## src/design/rsc_pkg.sv

```systemverilog
package rsc_pkg;

   localparam int VALUE_WIDTH = 64;
   localparam int COUNT_W     = 7;
   localparam logic [COUNT_W-1:0] COUNT_MAX = 7'd127;

   localparam int QUEUE_DEPTH = 2;

   localparam logic [7:0] ASCII_ZERO   = 8'h30;
   localparam logic [7:0] UPPER_OFFSET = 8'd55;
   localparam logic [7:0] LOWER_OFFSET = 8'd87;

   typedef enum logic [1:0] {
      RADIX_BIN = 2'd0,
      RADIX_OCT = 2'd1,
      RADIX_DEC = 2'd2,
      RADIX_HEX = 2'd3
   } radix_type;

   localparam radix_type OUT_RADIX_RESET = RADIX_DEC;

   // Flags of a finished numeral as it moves from the front to the queue.
   typedef struct packed {
      logic push;
      logic bad;
   } push_type;

   // Head-of-queue status seen by the back end.
   typedef struct packed {
      logic valid;
      logic bad;
   } qstat_type;

   // Maximum number of characters allowed for a numeral in a given radix.
   function automatic logic [COUNT_W-1:0] radix_limit(input logic [1:0] r);
      logic [COUNT_W-1:0] lim;
      case (r)
         RADIX_BIN: lim = 7'd60;
         RADIX_OCT: lim = 7'd21;
         RADIX_DEC: lim = 7'd18;
         RADIX_HEX: lim = 7'd16;
         default:   lim = 7'd16;
      endcase
      return lim;
   endfunction

   // Digit value of a character in bits [3:0]; bit 4 set when it is no digit at all.
   function automatic logic [4:0] digit_value(input logic [7:0] c);
      logic [7:0] t;
      logic [4:0] v;
      t = 8'd0;
      v = 5'b1_0000;
      case (c) inside
         [8'h30:8'h39]: begin
            t = c - ASCII_ZERO;
            v = {1'b0, t[3:0]};
         end
         [8'h41:8'h46]: begin
            t = c - UPPER_OFFSET;
            v = {1'b0, t[3:0]};
         end
         [8'h61:8'h66]: begin
            t = c - LOWER_OFFSET;
            v = {1'b0, t[3:0]};
         end
         default: v = 5'b1_0000;
      endcase
      return v;
   endfunction

   // True when a digit value lies below the base of the radix.
   function automatic logic digit_fits(input logic [3:0] v, input logic [1:0] r);
      logic ok;
      case (r)
         RADIX_BIN: ok = (v < 4'd2);
         RADIX_OCT: ok = (v < 4'd8);
         RADIX_DEC: ok = (v < 4'd10);
         RADIX_HEX: ok = 1'b1;
         default:   ok = 1'b1;
      endcase
      return ok;
   endfunction

endpackage

```

## src/design/rsc_channel_if.sv

```systemverilog
// Character input channel.
interface rsc_req_if;
   logic       valid;
   logic       ready;
   logic [7:0] digit_char;
   logic [1:0] in_radix;
   logic       is_last;

   modport source (output valid, digit_char, in_radix, is_last, input ready);
   modport sink   (input valid, digit_char, in_radix, is_last, output ready);
endinterface

// Digit output channel.
interface rsc_rsp_if;
   logic       valid;
   logic       ready;
   logic [7:0] out_char;
   logic       out_last;
   logic       bad_input;

   modport source (output valid, out_char, out_last, bad_input, input ready);
   modport sink   (input valid, out_char, out_last, bad_input, output ready);
endinterface

```

## src/design/rsc_front.sv

```systemverilog
module rsc_front #(
   parameter int VALUE_WIDTH = rsc_pkg::VALUE_WIDTH
) (
   input  logic                   clock,
   input  logic                   reset,
   rsc_req_if.sink                req_if,
   input  logic                   q_full,
   output rsc_pkg::push_type      push,
   output logic [VALUE_WIDTH-1:0] push_value
);

   logic [VALUE_WIDTH-1:0]      acc_ff, acc_in, acc_mul, acc_next;
   logic [rsc_pkg::COUNT_W-1:0] cnt_ff, cnt_in, cnt_inc;
   logic                        err_ff, err_in, err_next;
   logic [4:0]                  dv;
   logic                        bad_char, over, accept;

   assign req_if.ready = !q_full;
   assign accept       = req_if.valid && req_if.ready;

   always_comb begin
      dv       = rsc_pkg::digit_value(req_if.digit_char);
      bad_char = dv[4] || !rsc_pkg::digit_fits(dv[3:0], req_if.in_radix);
      cnt_inc  = (cnt_ff == rsc_pkg::COUNT_MAX) ? cnt_ff : cnt_ff + 1'b1;
      over     = cnt_inc > rsc_pkg::radix_limit(req_if.in_radix);

      case (req_if.in_radix)
         rsc_pkg::RADIX_BIN: acc_mul = acc_ff << 1;
         rsc_pkg::RADIX_OCT: acc_mul = acc_ff << 3;
         rsc_pkg::RADIX_DEC: acc_mul = (acc_ff << 3) + (acc_ff << 1);
         rsc_pkg::RADIX_HEX: acc_mul = acc_ff << 4;
         default:            acc_mul = acc_ff << 4;
      endcase

      acc_next = bad_char ? acc_ff : acc_mul + VALUE_WIDTH'(dv[3:0]);
      err_next = err_ff || over || bad_char;

      acc_in = acc_ff;
      cnt_in = cnt_ff;
      err_in = err_ff;
      if (accept) begin
         if (req_if.is_last) begin
            acc_in = '0;
            cnt_in = '0;
            err_in = 1'b0;
         end else begin
            acc_in = acc_next;
            cnt_in = cnt_inc;
            err_in = err_next;
         end
      end
   end

   assign push.push  = accept && req_if.is_last;
   assign push.bad   = err_next;
   assign push_value = acc_next;

   always_ff @(posedge clock) begin
      if (reset) begin
         acc_ff <= '0;
         cnt_ff <= '0;
         err_ff <= 1'b0;
      end else begin
         acc_ff <= acc_in;
         cnt_ff <= cnt_in;
         err_ff <= err_in;
      end
   end

endmodule

```

## src/design/rsc_queue.sv

```systemverilog
module rsc_queue #(
   parameter int VALUE_WIDTH = rsc_pkg::VALUE_WIDTH
) (
   input  logic                   clock,
   input  logic                   reset,
   input  rsc_pkg::push_type      push,
   input  logic [VALUE_WIDTH-1:0] push_value,
   output logic                   full,
   output rsc_pkg::qstat_type     head,
   output logic [VALUE_WIDTH-1:0] head_value,
   input  logic                   pop
);

   localparam int DEPTH = rsc_pkg::QUEUE_DEPTH;
   localparam int PTR_W = (DEPTH > 1) ? $clog2(DEPTH) : 1;
   localparam int CNT_W = $clog2(DEPTH + 1);

   logic [VALUE_WIDTH-1:0] value_mem [DEPTH];
   logic                   bad_mem   [DEPTH];
   logic [PTR_W-1:0]       wr_ptr_ff, wr_ptr_in, rd_ptr_ff, rd_ptr_in;
   logic [CNT_W-1:0]       cnt_ff, cnt_in;
   logic                   do_push, do_pop;

   assign full       = (cnt_ff == CNT_W'(DEPTH));
   assign do_push    = push.push && !full;
   assign do_pop     = pop && (cnt_ff != '0);
   assign head.valid = (cnt_ff != '0);
   assign head.bad   = bad_mem[rd_ptr_ff];
   assign head_value = value_mem[rd_ptr_ff];

   always_comb begin
      wr_ptr_in = wr_ptr_ff;
      rd_ptr_in = rd_ptr_ff;
      cnt_in    = cnt_ff;
      if (do_push) begin
         wr_ptr_in = (wr_ptr_ff == PTR_W'(DEPTH - 1)) ? '0 : wr_ptr_ff + 1'b1;
      end
      if (do_pop) begin
         rd_ptr_in = (rd_ptr_ff == PTR_W'(DEPTH - 1)) ? '0 : rd_ptr_ff + 1'b1;
      end
      if (do_push && !do_pop) begin
         cnt_in = cnt_ff + 1'b1;
      end else if (do_pop && !do_push) begin
         cnt_in = cnt_ff - 1'b1;
      end
   end

   always_ff @(posedge clock) begin
      if (do_push) begin
         value_mem[wr_ptr_ff] <= push_value;
         bad_mem[wr_ptr_ff]   <= push.bad;
      end
   end

   always_ff @(posedge clock) begin
      if (reset) begin
         wr_ptr_ff <= '0;
         rd_ptr_ff <= '0;
         cnt_ff    <= '0;
      end else begin
         wr_ptr_ff <= wr_ptr_in;
         rd_ptr_ff <= rd_ptr_in;
         cnt_ff    <= cnt_in;
      end
   end

endmodule

```

## src/design/rsc_back.sv

```systemverilog
module rsc_back #(
   parameter int VALUE_WIDTH = rsc_pkg::VALUE_WIDTH
) (
   input  logic                   clock,
   input  logic                   reset,
   input  rsc_pkg::radix_type     out_radix,
   input  rsc_pkg::qstat_type     head,
   input  logic [VALUE_WIDTH-1:0] head_value,
   output logic                   pop,
   rsc_rsp_if.source              rsp_if
);

   localparam int W          = VALUE_WIDTH;
   localparam int ND_BIN     = W;
   localparam int ND_OCT     = (W + 2) / 3;
   localparam int ND_HEX     = (W + 3) / 4;
   localparam int DEC_DIGITS = (W * 1233) / 4096 + 1;
   localparam int BCD_W      = DEC_DIGITS * 4;
   localparam int SR_W       = BCD_W;
   localparam int SH_BIN     = SR_W - ND_BIN;
   localparam int SH_OCT     = SR_W - ND_OCT * 3;
   localparam int SH_HEX     = SR_W - ND_HEX * 4;
   localparam int SH_DEC     = SR_W - BCD_W;
   localparam int REM_W      = $clog2(W + 1);
   localparam int STEP_W     = $clog2(W + 1);

   typedef enum logic [2:0] {
      ST_IDLE   = 3'b001,
      ST_DABBLE = 3'b010,
      ST_EMIT   = 3'b100
   } back_state_type;

   back_state_type         state_ff, state_in;
   rsc_pkg::radix_type     rad_ff, rad_in;
   logic [W-1:0]           bin_ff, bin_in;
   logic [BCD_W-1:0]       bcd_ff, bcd_in, bcd_adj, bcd_shift;
   logic [SR_W-1:0]        sr_ff, sr_in, sr_shift;
   logic [REM_W-1:0]       rem_ff, rem_in;
   logic [STEP_W-1:0]      step_ff, step_in;
   logic                   lead_ff, lead_in;
   logic                   valid_ff, valid_in;
   logic [7:0]             char_ff, char_in, digit_char;
   logic                   last_ff, last_in;
   logic                   bad_ff, bad_in;
   logic [3:0]             digit;
   logic [3:0]             nib;
   logic                   out_free;

   assign out_free = !valid_ff || rsp_if.ready;

   // Double dabble: every BCD digit of five or more gets three added before the shift.
   always_comb begin
      nib     = 4'd0;
      bcd_adj = bcd_ff;
      for (int i = 0; i < DEC_DIGITS; i++) begin
         nib = bcd_ff[i*4 +: 4];
         bcd_adj[i*4 +: 4] = (nib >= 4'd5) ? nib + 4'd3 : nib;
      end
      bcd_shift = {bcd_adj[BCD_W-2:0], bin_ff[W-1]};
   end

   // Most significant remaining digit sits at the top of the shift register.
   always_comb begin
      case (rad_ff)
         rsc_pkg::RADIX_BIN: begin
            digit    = {3'b000, sr_ff[SR_W-1]};
            sr_shift = sr_ff << 1;
         end
         rsc_pkg::RADIX_OCT: begin
            digit    = {1'b0, sr_ff[SR_W-1 -: 3]};
            sr_shift = sr_ff << 3;
         end
         default: begin
            digit    = sr_ff[SR_W-1 -: 4];
            sr_shift = sr_ff << 4;
         end
      endcase
      digit_char = (digit < 4'd10) ? rsc_pkg::ASCII_ZERO + 8'(digit)
                                   : rsc_pkg::UPPER_OFFSET + 8'(digit);
   end

   always_comb begin
      state_in = state_ff;
      rad_in   = rad_ff;
      bin_in   = bin_ff;
      bcd_in   = bcd_ff;
      sr_in    = sr_ff;
      rem_in   = rem_ff;
      step_in  = step_ff;
      lead_in  = lead_ff;
      valid_in = valid_ff && !rsp_if.ready;
      char_in  = char_ff;
      last_in  = last_ff;
      bad_in   = bad_ff;
      pop      = 1'b0;

      case (state_ff)
         ST_IDLE: begin
            if (head.valid && head.bad) begin
               if (out_free) begin
                  pop      = 1'b1;
                  valid_in = 1'b1;
                  char_in  = rsc_pkg::ASCII_ZERO;
                  last_in  = 1'b1;
                  bad_in   = 1'b1;
               end
            end else if (head.valid) begin
               pop     = 1'b1;
               rad_in  = out_radix;
               lead_in = 1'b1;
               case (out_radix)
                  rsc_pkg::RADIX_BIN: begin
                     sr_in    = SR_W'(head_value) << SH_BIN;
                     rem_in   = REM_W'(ND_BIN);
                     state_in = ST_EMIT;
                  end
                  rsc_pkg::RADIX_OCT: begin
                     sr_in    = SR_W'(head_value) << SH_OCT;
                     rem_in   = REM_W'(ND_OCT);
                     state_in = ST_EMIT;
                  end
                  rsc_pkg::RADIX_DEC: begin
                     bin_in   = head_value;
                     bcd_in   = '0;
                     step_in  = STEP_W'(W);
                     state_in = ST_DABBLE;
                  end
                  default: begin
                     sr_in    = SR_W'(head_value) << SH_HEX;
                     rem_in   = REM_W'(ND_HEX);
                     state_in = ST_EMIT;
                  end
               endcase
            end
         end

         ST_DABBLE: begin
            bcd_in  = bcd_shift;
            bin_in  = bin_ff << 1;
            step_in = step_ff - 1'b1;
            if (step_ff == STEP_W'(1)) begin
               sr_in    = SR_W'(bcd_shift) << SH_DEC;
               rem_in   = REM_W'(DEC_DIGITS);
               state_in = ST_EMIT;
            end
         end

         ST_EMIT: begin
            if (lead_ff && (digit == 4'd0) && (rem_ff != REM_W'(1))) begin
               sr_in  = sr_shift;
               rem_in = rem_ff - 1'b1;
            end else if (out_free) begin
               valid_in = 1'b1;
               char_in  = digit_char;
               last_in  = (rem_ff == REM_W'(1));
               bad_in   = 1'b0;
               sr_in    = sr_shift;
               rem_in   = rem_ff - 1'b1;
               lead_in  = 1'b0;
               if (rem_ff == REM_W'(1)) begin
                  state_in = ST_IDLE;
               end
            end
         end

         default: state_in = ST_IDLE;
      endcase
   end

   assign rsp_if.valid     = valid_ff;
   assign rsp_if.out_char  = char_ff;
   assign rsp_if.out_last  = last_ff;
   assign rsp_if.bad_input = bad_ff;

   always_ff @(posedge clock) begin
      if (reset) begin
         state_ff <= ST_IDLE;
         valid_ff <= 1'b0;
         lead_ff  <= 1'b0;
         rem_ff   <= '0;
         step_ff  <= '0;
         rad_ff   <= rsc_pkg::OUT_RADIX_RESET;
      end else begin
         state_ff <= state_in;
         valid_ff <= valid_in;
         lead_ff  <= lead_in;
         rem_ff   <= rem_in;
         step_ff  <= step_in;
         rad_ff   <= rad_in;
      end
   end

   always_ff @(posedge clock) begin
      bin_ff  <= bin_in;
      bcd_ff  <= bcd_in;
      sr_ff   <= sr_in;
      char_ff <= char_in;
      last_ff <= last_in;
      bad_ff  <= bad_in;
   end

endmodule

```

## src/design/radix_string_converter.sv

```systemverilog
// Input: one character transfer per cycle while the numeral queue (two entries) has room.
// Result: one digit transfer per cycle while the consumer is ready, once a numeral is converted;
// binary, octal and hex go straight from the queue to read-out, decimal through a double-dabble pass.
// Leading zero digits are dropped at one per cycle. An invalid numeral yields its single result
// in the cycle after it leaves the queue.
// Synchronous active-high reset clears the accumulator, queue, sequencer and out_radix (decimal).
module radix_string_converter #(
   parameter int VALUE_WIDTH = rsc_pkg::VALUE_WIDTH
) (
   input  logic       clock,
   input  logic       reset,
   rsc_req_if.sink    req_if,
   rsc_rsp_if.source  rsp_if,
   input  logic       csr_wr_en,
   input  logic [1:0] csr_wr_data
);

   // The front end checks and accumulates characters. When the last character of a numeral
   // arrives, its value and error flag are pushed into a short queue, so the front can take
   // the next numeral while the back end is still emitting digits of the previous one.
   // The back end converts the value: power-of-two radices are read out directly from a
   // left-aligned shift register, decimal first runs a double-dabble pass of one bit per cycle.

   rsc_pkg::radix_type     out_radix_ff, out_radix_in;
   rsc_pkg::push_type      push;
   rsc_pkg::qstat_type     head;
   logic [VALUE_WIDTH-1:0] push_value;
   logic [VALUE_WIDTH-1:0] head_value;
   logic                   q_full;
   logic                   pop;

   // Output radix register. The user must write it only while no numeral is in flight; the block
   // does not itself enforce this. The back end samples it when it takes a numeral from the queue.
   assign out_radix_in = csr_wr_en ? rsc_pkg::radix_type'(csr_wr_data) : out_radix_ff;

   always_ff @(posedge clock) begin
      if (reset) begin
         out_radix_ff <= rsc_pkg::OUT_RADIX_RESET;
      end else begin
         out_radix_ff <= out_radix_in;
      end
   end

   rsc_front #(
      .VALUE_WIDTH (VALUE_WIDTH)
   ) u_front (
      .clock      (clock),
      .reset      (reset),
      .req_if     (req_if),
      .q_full     (q_full),
      .push       (push),
      .push_value (push_value)
   );

   rsc_queue #(
      .VALUE_WIDTH (VALUE_WIDTH)
   ) u_queue (
      .clock      (clock),
      .reset      (reset),
      .push       (push),
      .push_value (push_value),
      .full       (q_full),
      .head       (head),
      .head_value (head_value),
      .pop        (pop)
   );

   // The back end's output register holds a digit until its transfer; while it waits, the next
   // digit is held back, but a new numeral can still be taken and its decimal pass can run.
   rsc_back #(
      .VALUE_WIDTH (VALUE_WIDTH)
   ) u_back (
      .clock      (clock),
      .reset      (reset),
      .out_radix  (out_radix_ff),
      .head       (head),
      .head_value (head_value),
      .pop        (pop),
      .rsp_if     (rsp_if)
   );

endmodule

```

## src/flat_wrapper.sv

```systemverilog
// flat-port wrapper written by rule: the top's interface ports become plain ports
module radix_string_converter_flat 
#(
   parameter int VALUE_WIDTH = rsc_pkg::VALUE_WIDTH
)
  (clock, reset, csr_wr_en, csr_wr_data, req_if_valid, req_if_digit_char, req_if_in_radix, req_if_is_last, req_if_ready, rsp_if_valid, rsp_if_out_char, rsp_if_out_last, rsp_if_bad_input, rsp_if_ready);
  rsc_req_if req_if_i ();
  rsc_rsp_if rsp_if_i ();
  input  logic clock;
  input  logic reset;
  input  logic csr_wr_en;
  input  logic [1:0] csr_wr_data;
  input wire logic [$bits(req_if_i.valid)-1:0] req_if_valid;
  input wire logic [$bits(req_if_i.digit_char)-1:0] req_if_digit_char;
  input wire logic [$bits(req_if_i.in_radix)-1:0] req_if_in_radix;
  input wire logic [$bits(req_if_i.is_last)-1:0] req_if_is_last;
  output wire logic [$bits(req_if_i.ready)-1:0] req_if_ready;
  output wire logic [$bits(rsp_if_i.valid)-1:0] rsp_if_valid;
  output wire logic [$bits(rsp_if_i.out_char)-1:0] rsp_if_out_char;
  output wire logic [$bits(rsp_if_i.out_last)-1:0] rsp_if_out_last;
  output wire logic [$bits(rsp_if_i.bad_input)-1:0] rsp_if_bad_input;
  input wire logic [$bits(rsp_if_i.ready)-1:0] rsp_if_ready;
  assign req_if_i.valid = req_if_valid;
  assign req_if_i.digit_char = req_if_digit_char;
  assign req_if_i.in_radix = req_if_in_radix;
  assign req_if_i.is_last = req_if_is_last;
  assign req_if_ready = req_if_i.ready;
  assign rsp_if_valid = rsp_if_i.valid;
  assign rsp_if_out_char = rsp_if_i.out_char;
  assign rsp_if_out_last = rsp_if_i.out_last;
  assign rsp_if_bad_input = rsp_if_i.bad_input;
  assign rsp_if_i.ready = rsp_if_ready;
  radix_string_converter #(.VALUE_WIDTH(VALUE_WIDTH)) u_core (.clock(clock), .reset(reset), .req_if(req_if_i), .rsp_if(rsp_if_i), .csr_wr_en(csr_wr_en), .csr_wr_data(csr_wr_data));
endmodule
```

## config.mk

```make
export PLATFORM = sky130hd
export DESIGN_NAME = radix_string_converter_flat
export DESIGN_NICKNAME = d
export VERILOG_FILES = /design/src/design/rsc_pkg.sv /design/src/design/rsc_channel_if.sv /design/src/design/rsc_front.sv /design/src/design/rsc_queue.sv /design/src/design/rsc_back.sv /design/src/design/radix_string_converter.sv /design/src/flat_wrapper.sv
export SDC_FILE = /design/constraint.sdc
export NUM_CORES = 1
export LEC_CHECK = 0
export BUFFER_PORTS_ARGS = -buffer_cell sky130_fd_sc_hd__buf_2
export CELL_PAD_IN_SITES_DETAIL_PLACEMENT = 0
export CELL_PAD_IN_SITES_GLOBAL_PLACEMENT = 2
export CORE_AREA = 2 2 288 290
export DETAILED_ROUTE_END_ITERATION = 6
export DIE_AREA = 0 0 290 292
export GPL_ROUTABILITY_DRIVEN = 0
export GPL_TIMING_DRIVEN = 0
export PLACE_DENSITY_LB_ADDON = 0.08
export REMOVE_ABC_BUFFERS = 1
export SYNTH_ARGS = -nofsm -noshare
export SYNTH_HDL_FRONTEND = slang
export SYNTH_SLANG_ARGS = --single-unit
```

## constraint.sdc

```tcl
create_clock -name clock -period 6.65 [get_ports clock]
set_clock_uncertainty 0.15 [all_clocks]
set_input_delay 0.9975 -clock clock [delete_from_list [all_inputs] [get_ports clock]]
set_output_delay 0.9975 -clock clock [all_outputs]
set_load 0.01 [all_outputs]
```

# ---- Word level (Yosys, flattened, before mapping)
# Memories as Yosys holds them, arrays and structs flattened. A register that Yosys moved wholly into a read port is not among the register bits.
# Cells that the tools add are included.
dict set report op_classes {
  n_mux 102
  bitwise_logic 1
  add_sub_neg 34
  n_lt_le_gt_ge 31
  eq_ne 25
  n_reduce_logical 38
}
# cell count
set ops {}
lappend ops {{80-bit 2-to-1 mux} 8}
lappend ops {{80-bit one-hot mux with 2 select lines} 3}
lappend ops {{64-bit 2-to-1 mux} 5}
lappend ops {{64-bit one-hot mux with 4 select lines} 1}
lappend ops {{80-bit one-hot mux with 3 select lines} 1}
lappend ops {{64-bit one-hot mux with 2 select lines} 1}
lappend ops {{4-bit by 3-bit greater-or-equal comparator with 1-bit output (second input constant)} 20}
lappend ops {{7-bit 2-to-1 mux} 11}
lappend ops {{4-bit by 2-bit adder with 4-bit output (second input constant)} 19}
lappend ops {{4-bit 2-to-1 mux} 19}
lappend ops {{64-bit by 4-bit adder with 64-bit output} 1}
lappend ops {{64-bit adder} 1}
lappend ops {{7-bit one-hot mux with 3 select lines} 2}
lappend ops {{8-bit 2-to-1 mux} 4}
lappend ops {{7-bit one-hot mux with 4 select lines} 1}
lappend ops {{1-bit 2-to-1 mux} 24}
lappend ops {{3-bit 2-to-1 mux} 8}
lappend ops {{2-bit != test (second input constant)} 9}
lappend ops {{8-bit by 7-bit greater-or-equal comparator with 1-bit output (second input constant)} 2}
lappend ops {{8-bit by 7-bit <= comparator with 1-bit output (second input constant)} 2}
lappend ops {{8-bit one-hot mux with 2 select lines} 1}
lappend ops {{5-bit 2-to-1 mux} 3}
lappend ops {{6-bit by 4-bit adder with 7-bit output (first input constant)} 2}
lappend ops {{7-bit by 1-bit == test with 1-bit output (second input constant)} 2}
lappend ops {{40 further kinds} 81}
dict set report totals {
  register_bits 333
  ramBits 130
  output_inout_bits 12
  wordCells 252
  memories 2
}
# name words width rd rd_ports_with_merged_regs wr line
set memory_table {}
lappend memory_table {u_core.u_queue.value_mem 2 64 1 1 1 rsc_queue.sv:18} ;# logic [VALUE_WIDTH-1:0] value_mem [DEPTH];
lappend memory_table {u_core.u_queue.bad_mem 2 1 1 1 1 rsc_queue.sv:19} ;# logic bad_mem [DEPTH];

# ---- Logic depth before layout (Yosys ltp)
# Gate-level depths: netlist of the first run.
dict set report depth {
  ltp_word 11
  ltp_mapped 26
  ltp_nobuf 19
}

# ---- Hierarchy
# From an unflattened synthesis of the first run, not the netlist that was laid out.
dict set report hier_totals {
  hier_cells 3334
  hier_area_um2 30798.3
}
# mod area_per_inst_um2 seq_area_each_um2 cells_each instances
set by_module_without_submodules {}
lappend by_module_without_submodules {rsc_back 14450.1 7417.1 1507 1}
lappend by_module_without_submodules {rsc_front 11375.9 1441.4 1594 1}
lappend by_module_without_submodules {rsc_queue 4903.5 4003.8 227 1}
lappend by_module_without_submodules {radix_string_converter 68.8 40.0 6 1}

# ---- Worst setup path after synthesis of the first run
# Ideal clock, no wire load.
dict set report synth_timing {
  kind {input to register}
  startpoint {input port req_if_in_radix[0]}
  endpoint {memory u_core.u_queue.value_mem[0][61] (data pin)}
  slack_ns 0.010
  setup_time_ns 0.163
  n_path_buf 11
  arrival_ns 6.327
  path_stages 25
  path_cell_list {buf_2 buf_4 buf_4 buf_2 buf_4 buf_2 buf_2 buf_1 buf_1 mux2i_1 o21ai_0 ha_1 nor2b_1 o21ai_0 nor2b_1 nand3_1 nor3b_2 nand3_1 or3_1 buf_2 or2_0 clkbuf_2 or4_4 or4_1 a31oi_1}
}
dict set report synth_between {
  elab_chain_len 5
  word_cells_on_any_way 10
}
# element line
set synth_lines {}
lappend synth_lines {{start: declaration} flat_wrapper.sv:15} ;# input wire logic [$bits(req_if_i.in_radix)-1:0] req_if_in_radix;
lappend synth_lines {{branches (longest 4 deep; another with 64-bit by 4-bit adder with 64-bit output)} --}
lappend synth_lines {{64-bit 2-to-1 mux *} rsc_front.sv:35} ;# acc_next = bad_char ? acc_ff : acc_mul + VALUE_WIDTH'(dv[3:0]);
lappend synth_lines {{net u_core.push_value[61]} radix_string_converter.sv:27} ;# logic [VALUE_WIDTH-1:0] push_value;
lappend synth_lines {{end: declaration} rsc_queue.sv:18}
# Mark *: on every way through the listed nets, which the timed path passes.

# ---- Worst setup path in the final report of the first run
dict set report layout_timing {
  startpoint {input port req_if_in_radix[1]}
  endpoint {memory u_core.u_queue.value_mem[1][61] (data pin)}
}
# The elaborated chain is that of the path after synthesis.

==> results.tsv, run 1 <==
stage	metric	value	unit
synth	Top FF cell, synth	edfxtp_1	
sta	Slew HR	0.133	
hold_path	WHS Endpoint	u_core.u_front.acc_ff[63]$_SDFFE_PP0P_	
global_routing	total grt overflow	0	
sta	Worst Hold Margin	0.315	ns
floorplanning	Initial Utilization	0.377	
sta	min cycle time layout	6.35	ns
worst_setup_path	largest fanout on the critical path	36	
hold_path	Hold Path Class	reg -> reg	
clock_network	CTS tree	done	
finish	Final Core Density	0.413	
hold_path	Hold Path Origin	u_core.u_front.acc_ff[63]$_SDFFE_PP0P_	
clock_network	# H-tree levels	2	
worst_setup_path	Worst Setup SP	req_if_in_radix[1]	
worst_setup_path	critical path arrival	6.58	ns
flow_run	Max Cap Viol	0	
finish	proportion of layout cells with a drive suffix above 1	0.0874	
sta	hold violation total from the final report	0	
global_routing	met3 usage	0.0170	
global_routing	GRT Util Overall	0.206	
clock_network	clk slew on worst S/H paths	0.07	ns
finish	Nets	3328	
route	1st-iter DRT viols	1715	
placement	Placed Instance Area	32100	sq um
synth	Synth Cell Area	30700	sq um
global_routing	M2 GR Usage	0.322	
worst_setup_path	RR Endpoint	u_core.u_queue.value_mem[1][61]$_DFFE_PP_	
sta	Slew Limit Fails	0	
placement	pre-CTS WS	-0.516	ns
floorplanning	# rows	105	
worst_setup_path	CP required	6.87	ns
clock_network	clock latency on the worst-skew pair	0.58	ns
synth	Async SR Flop Fraction	0	
worst_setup_path	Crit Path Class	in -> reg	
worst_setup_path	reg-to-reg startpoint	u_core.u_front.acc_ff[11]$_SDFFE_PP0P_	
hold_path	Worst Hold Depth	2	
clock_network	total CTS buffers	48	
finish	Final Instance Area	33700	sq um
floorplanning	io pins	30	
global_routing	first-pass GRT wire length	140	mm
global_routing	GRT Max-Usage Layer	met2	
sta	crit share post-route	0.955	
sta	Max Clk Rate	157	MHz
global_routing	GR Util met1	0.305	
placement	placed wire-length estimate	65.4	mm
power	Peak VDD IR	160	uV
worst_setup_path	R2R cell count	12	
synth	Seq cells post-synth	463	
route	final wirelength	88.8	mm
route	Antenna Violating Nets Remaining	0	
route	DRC errors left	0	
clock_network	clk buf depth	3	
synth	syn avg cell area	9.37	sq um
floorplanning	Core Area	81600	sq um
worst_setup_path	r2r setup slk	0.59	ns
route	via density per instance	5.70	
clock_network	CTS root buffer	clkbuf_16	
synth	Yosys Warn Count	0	
floorplanning	DIE HEIGHT	292	um
synth	Seq/Total Area, Yosys	0.420	
worst_setup_path	Setup crit start kind	input port	
clock_network	clock sink count	463	
route	via count	24487	
synth	number of flops mapped to enable cells by yosys	363	
synth	post-synth cell types	101	
sta	Slew @ Worst Pin	1.30	ns
sta	unrepaired setup endpoints after global routing	no	
sta	setup slack after layout	0.298	ns
sta	setup violators final	0	
placement	Port Buf Inserts	28	
power	Leak	11.7	nW
status	outcome	complete, no violations	
power	PwrDens	240	nW/um^2
worst_setup_path	CP endpoint kind	flip-flop	
global_routing	initial antenna violation count	1	
finish	Diodes inserted	0	
global_routing	vias in the first global route	23903	
route	1st-pass router iterations	6	
global_routing	maximum number of pins on one net before global-route repair	107	
route	post-DR wirelength/cell	20.7	um
floorplanning	Die ar.	84700	sq um
power	Total Power	8.09	mW
floorplanning	die width	290	um
synth	Synth Instances	3282	
clock_network	hold_buf cts	0	
finish	P&R area growth vs syn	9.70	%
-- cells by family after synthesis --
group,after synthesis,synth area share
compound gates,905,0.182
mux,261,0.105
simple gates,1088,0.164
buf+inv,295,0.0383
flops,463,0.420
fa+ha+maj,122,0.0501
other cells,1,0.000122
xor+xnor,147,0.0421
-- what timing repair did --
action	4_1_cts	5_1_grt
gates resized for setup	0	4
endpoints found under the hold margin	0	0
endpoints found under the setup margin	0	26
setup buffers	0	1
-- worst max-delay path by stage --
stage                                                      to  slack [ns]  cells after the start
global route        u_core.u_queue.value_mem[0][57]$_DFFE_PP_        0.03                     18
global placement         u_core.u_back.rem_ff[6]$_SDFFE_PP0P_      -14.65                      8
floorplan                u_core.u_back.rem_ff[6]$_SDFFE_PP0P_       -3.22                      8
finish              u_core.u_queue.value_mem[1][61]$_DFFE_PP_        0.30                     13
CTS                 u_core.u_queue.value_mem[0][61]$_DFFE_PP_        0.08                     18
detailed placement  u_core.u_queue.value_mem[0][61]$_DFFE_PP_       -0.52                     18
-- through the flow --
step	setup TNS, ns	std cells
floorplan	-621.47	3079
global placement	-3646.31	4177
detailed placement	-8.11	4208
CTS	0	4296
global route	0	4297
finish	0	4297
-- worst max-delay path: stages --
cell and delay [ns]:
buf_4 0.34, nor2b_4 0.64, buf_12 0.28, inv_1 0.52, or4_1 0.68, and3_4 0.21
a2111oi_4 0.39, nand4_4 0.21, or3_1 0.54, or2_0 0.41, or4_4 0.49, or4_1 0.42
a31oi_2 0.31
-- synth_stat cells, drive strengths merged (9+ instances only) --
master  instances  area share
a221o          38       0.012
a22oi          44       0.011
a22o           14      0.0040
edfxtp        363        0.35
o22ai          11      0.0024
nor4           31      0.0075
xnor2          89       0.026
nand3          53      0.0086
a21boi         10      0.0024
a31oi          18      0.0039
or2            10      0.0020
buf            56      0.0091
nor3           93       0.015
and4            9      0.0026
a21o           35      0.0085
nor2          362       0.044
or4            10      0.0027
mux2i         176       0.057
mux4           44       0.032
mux2           41       0.015
inv            92       0.011
xor2           58       0.017
or3            18      0.0037
and2           19      0.0039
a211oi         17      0.0045
o21ai         296       0.048
a211o          10      0.0028
nand2b         31      0.0063
nand2         346       0.042
ha            119       0.048
dfxtp         100       0.065
o21a           14      0.0034
nand3b          9      0.0022
clkbuf        147       0.018
nand4          44      0.0094
and3           17      0.0036
a221oi         11      0.0031
o31ai          10      0.0026
o211ai         18      0.0047
nor2b          16      0.0033
a21oi         295       0.048
-- area by class of cell --
cell class | instances | area (sq um)
Tap cell | 1070 | 1340
Timing Repair Buffer | 60 | 791
Clock buffer | 67 | 1400
Multi-Input combinational cell | 2524 | 16800
Clock inverter | 21 | 158
Sequential cell | 463 | 12900
Inverter | 92 | 348
Fill cell | 8054 | 47900
-- cells in the final DEF (no fill, tap or decap), types with 41 or more instances in the layout --
master,n
edfxtp_1,363
nor2_1,358
nand2_1,345
a21oi_1,294
o21ai_0,283
mux2i_1,176
ha_1,119
dfxtp_1,97
nor3_1,90
inv_1,89
xnor2_1,88
xor2_1,58
nand3_1,53
clkbuf_16,52
a22oi_1,44
mux4_2,44
nand4_1,43
mux2_2,41
-- registers in the layout, summed over array words and instances, names as in the netlist, 7 cells and up, named ones only --
register	cells
u_core.u_back.bcd_ff	80
u_core.u_back.bin_ff	64
u_core.u_back.rem_ff	7
u_core.u_back.rsp_if.out_char	7
u_core.u_back.sr_ff	80
u_core.u_back.step_ff	7
u_core.u_front.acc_ff	64
u_core.u_front.cnt_ff	7
u_core.u_queue.value_mem	128
-- power by group --
group	switching, mW	internal, mW	total, mW
sequential	0.218	3.54	3.76
clock	1.15	1.55	2.69
combinational	0.988	0.655	1.64
total	2.35	5.74	8.09
-- routing by layer --
metal  vias to the layer above  routed length [um]
met2                       474               39400
met4                         0                2130
met1                     11914               44200
li1                      11980                   -
met5                         -                   0
met3                       119                3100
Note: power is estimated with default switching activity, not from simulation.
==> run 2: changes to the inputs <==
--- a/config.mk
+++ b/config.mk
@@ -6,11 +6,12 @@
 export NUM_CORES = 1
 export LEC_CHECK = 0
 export BUFFER_PORTS_ARGS = -buffer_cell sky130_fd_sc_hd__buf_2
+export CAP_MARGIN = 25
 export CELL_PAD_IN_SITES_DETAIL_PLACEMENT = 0
 export CELL_PAD_IN_SITES_GLOBAL_PLACEMENT = 2
-export CORE_AREA = 2 2 288 290
+export CORE_AREA = 2 2 244 342
 export DETAILED_ROUTE_END_ITERATION = 6
-export DIE_AREA = 0 0 290 292
+export DIE_AREA = 0 0 246 344
 export GPL_ROUTABILITY_DRIVEN = 0
 export GPL_TIMING_DRIVEN = 0
 export PLACE_DENSITY_LB_ADDON = 0.08
==> constraint.sdc (replaced) <==
create_clock -name clock -period 5.26 [get_ports clock]
set_clock_uncertainty 0.15 [all_clocks]
set_input_delay 0.789 -clock clock [delete_from_list [all_inputs] [get_ports clock]]
set_output_delay 0.789 -clock clock [all_outputs]
set_load 0.01 [all_outputs]
==> run 2 against run 1 <==
Hold slack got worse by 0.030 ns. Die area is essentially flat. Cell count is 0.67% higher. Combinational power grew 22%. Power grew 26%. Via count is 0.31% higher. Register-to-register slack got worse by 0.51 ns. Count of clock-buffer cells in the layout decreased by 7. Non-clock buffer count up 31.
==> results.tsv, run 2 (synthesized netlist as in run 1, its figures left out) <==
stage	metric	value	unit
status	outcome	complete, no violations	
clock_network	clk buf depth	3	
finish	Storage cell area	12900	sq um
power	PwrDens	295	nW/um^2
finish	Biggest register	u_core.u_queue.value_mem	
clock_network	clock sink count	463	
route	post-DR wirelength/cell	20.5	um
clock_network	CTS root buffer	clkbuf_16	
finish	fill cell count	7953	
worst_setup_path	r2r setup slk	0.08	ns
hold_path	Worst Hold Depth	3	
finish	max FFs per register	128	
clock_network	CTS tree	done	
worst_setup_path	Setup crit start kind	flip-flop	
placement	placed wire-length estimate	65.3	mm
finish	most frequent cells in the layout	363 x edfxtp_1, 357 x nor2_1, 344 x nand2_1	
hold_path	WHS Endpoint	u_core.out_radix_ff[1]$_SDFFE_PP1P_	
clock_network	# H-tree levels	2	
finish	area of the multi-input gates	17300	sq um
global_routing	initial antenna violation count	1	
worst_setup_path	reg-to-reg startpoint	u_core.u_front.acc_ff[4]$_SDFFE_PP0P_	
worst_setup_path	critical path arrival	5.43	ns
route	Antenna Violating Nets Remaining	0	
route	final wirelength	88.7	mm
placement	placed cells	4212	
worst_setup_path	RR Endpoint	u_core.u_queue.value_mem[0][61]$_DFFE_PP_	
worst_setup_path	CP required	5.51	ns
floorplanning	# rows	124	
global_routing	vias in the first global route	24348	
power	Leak	12.0	nW
global_routing	total grt overflow	0	
floorplanning	Initial Utilization	0.377	
power	Peak VDD IR	237	uV
finish	Post-Layout Cell Count	4326	
placement	Port Buf Inserts	28	
sta	crit share post-route	0.984	
clock_network	clock latency on the worst-skew pair	0.57	ns
power	Total Power	10.2	mW
route	via count	24564	
sta	Slew HR	0.382	
global_routing	GRT Util Overall	0.206	
finish	proportion of layout cells with a drive suffix above 1	0.123	
clock_network	total CTS buffers	45	
sta	hold violation total from the final report	0	
sta	setup violators final	0	
flow_run	Max Cap Viol	0	
sta	min cycle time layout	5.18	ns
finish	Regs by FF count	u_core.u_queue.value_mem: 128 flops, u_core.u_back.bcd_ff: 80 flops, u_core.u_back.sr_ff: 80 flops	
finish	Nets	3357	
worst_setup_path	largest fanout on the critical path	7	
placement	pre-CTS WS	-1.66	ns
route	1st-pass router iterations	5	
route	via density per instance	5.68	
sta	Slew @ Worst Pin	0.928	ns
sta	setup slack after layout	0.0817	ns
route	DRC errors left	0	
clock_network	clk slew on worst S/H paths	0.07	ns
sta	Slew Limit Fails	0	
worst_setup_path	R2R cell count	13	
finish	P&R area growth vs syn	12.0	%
floorplanning	Die ar.	84600	sq um
worst_setup_path	Crit Path Class	reg -> reg	
hold_path	Hold Path Origin	csr_wr_data[1]	
floorplanning	io pins	30	
route	1st-iter DRT viols	1426	
floorplanning	die width	246	um
floorplanning	Core Area	81500	sq um
floorplanning	DIE HEIGHT	344	um
global_routing	maximum number of pins on one net before global-route repair	99	
worst_setup_path	CP endpoint kind	flip-flop	
finish	commonest non-fill, non-tap cell in the layout	edfxtp_1	
global_routing	first-pass GRT wire length	139	mm
sta	Max Clk Rate	193	MHz
hold_path	Hold Path Class	in -> reg	
## run 2: cell count changes in the layout (fill, tap and decap cells not counted), sizes merged
cell / previous run / this run
buf: 60 / 91
clkinv: 16 / 15
bufinv: 2 / 5
inv: 94 / 93
clkbuf: 67 / 60
clkinvlp: 1 / 2
nor2b: 16 / 17
diode: 0 / 1
## run 2: power breakdown
group	switching (mW)	leakage, nW	total (mW)	internal [mW]
logic	1.17	7.14	2.00	0.834
registers	0.335	4.15	4.81	4.47
clock network	1.44	0.735	3.36	1.92
## run 2: layer usage
metal  GRT usage  part of all wire  vias up
li1            -                 -    12029
met1       0.265              0.45    12023
met2       0.361              0.49      383
met3      0.0151             0.026      129
met4      0.0754             0.038        0
met5           0                 0        -
## run 2: worst max path at each step
| stage | to | start | slack, ns |
|---|---|---|---|
| 6_report | u_core.u_queue.value_mem[0][61]$_DFFE_PP_ | u_core.u_front.acc_ff[4]$_SDFFE_PP0P_ | 0.08 |
| 5_1_grt | u_core.u_queue.value_mem[0][61]$_DFFE_PP_ | u_core.u_front.acc_ff[4]$_SDFFE_PP0P_ | -0.02 |
| 4_1_cts | u_core.u_queue.value_mem[0][61]$_DFFE_PP_ | req_if_digit_char[3] | -0.19 |
| 3_5_place_dp | u_core.u_queue.value_mem[0][61]$_DFFE_PP_ | req_if_digit_char[3] | -1.66 |
| 3_3_place_gp | u_core.u_back.rem_ff[6]$_SDFFE_PP0P_ | u_core.u_back.state_ff[1]$_SDFFE_PP0P_ | -15.26 |
| 2_1_floorplan | u_core.u_back.rem_ff[6]$_SDFFE_PP0P_ | u_core.u_back.state_ff[1]$_SDFFE_PP0P_ | -4.61 |
## run 2: what timing repair did
item / in CTS / in global routing
pin swaps: 11 / 19
endpoints found under the hold margin: 0 / 0
endpoints found under the setup margin: 95 / 80
hold buffers: 0 / 0
cloned: 1 / 0
buffers inserted: 14 / 15
resized for setup: 35 / 82
## run 2: through the flow
| step | area [sq um] | hold WS (ns) | setup TNS, ns | util |
|---|---|---|---|---|
| floorplan | 29900 | 0.275 | -1234.55 | - |
| global placement | 31400 | 0.288 | -4280.05 | 0.385 |
| detailed placement | 32200 | 0.299 | -122.01 | 0.395 |
| CTS | 34000 | 0.249 | -1.44 | 0.417 |
| global route | 34400 | 0.268 | -0.0500 | 0.423 |
| finish | 34400 | 0.285 | 0 | 0.423 |
## run 2: area by class of cell
cell class              instances  share of cell area
diodes                          1           0.0000727
flip-flops and latches        463               0.375
well taps                    1071              0.0389
inverters                      92              0.0102
clock inverters                23             0.00716
clock buffers                  60              0.0361
repair buffers                 91              0.0312
multi-input cells            2525               0.501
## run 2: worst max-delay path, cell delays in order (launching register included)
cell and delay, ns:
dfxtp_2 0.43, ha_2 0.35, o211ai_1 0.37, o21ai_1 0.24, a32oi_2 0.39, a21oi_4 0.14
o21a_1 0.24, o31ai_4 0.32, o2111ai_1 0.27, or2_2 0.37, or4_4 0.55, or4_4 0.57
or4_4 0.44, a31oi_4 0.17
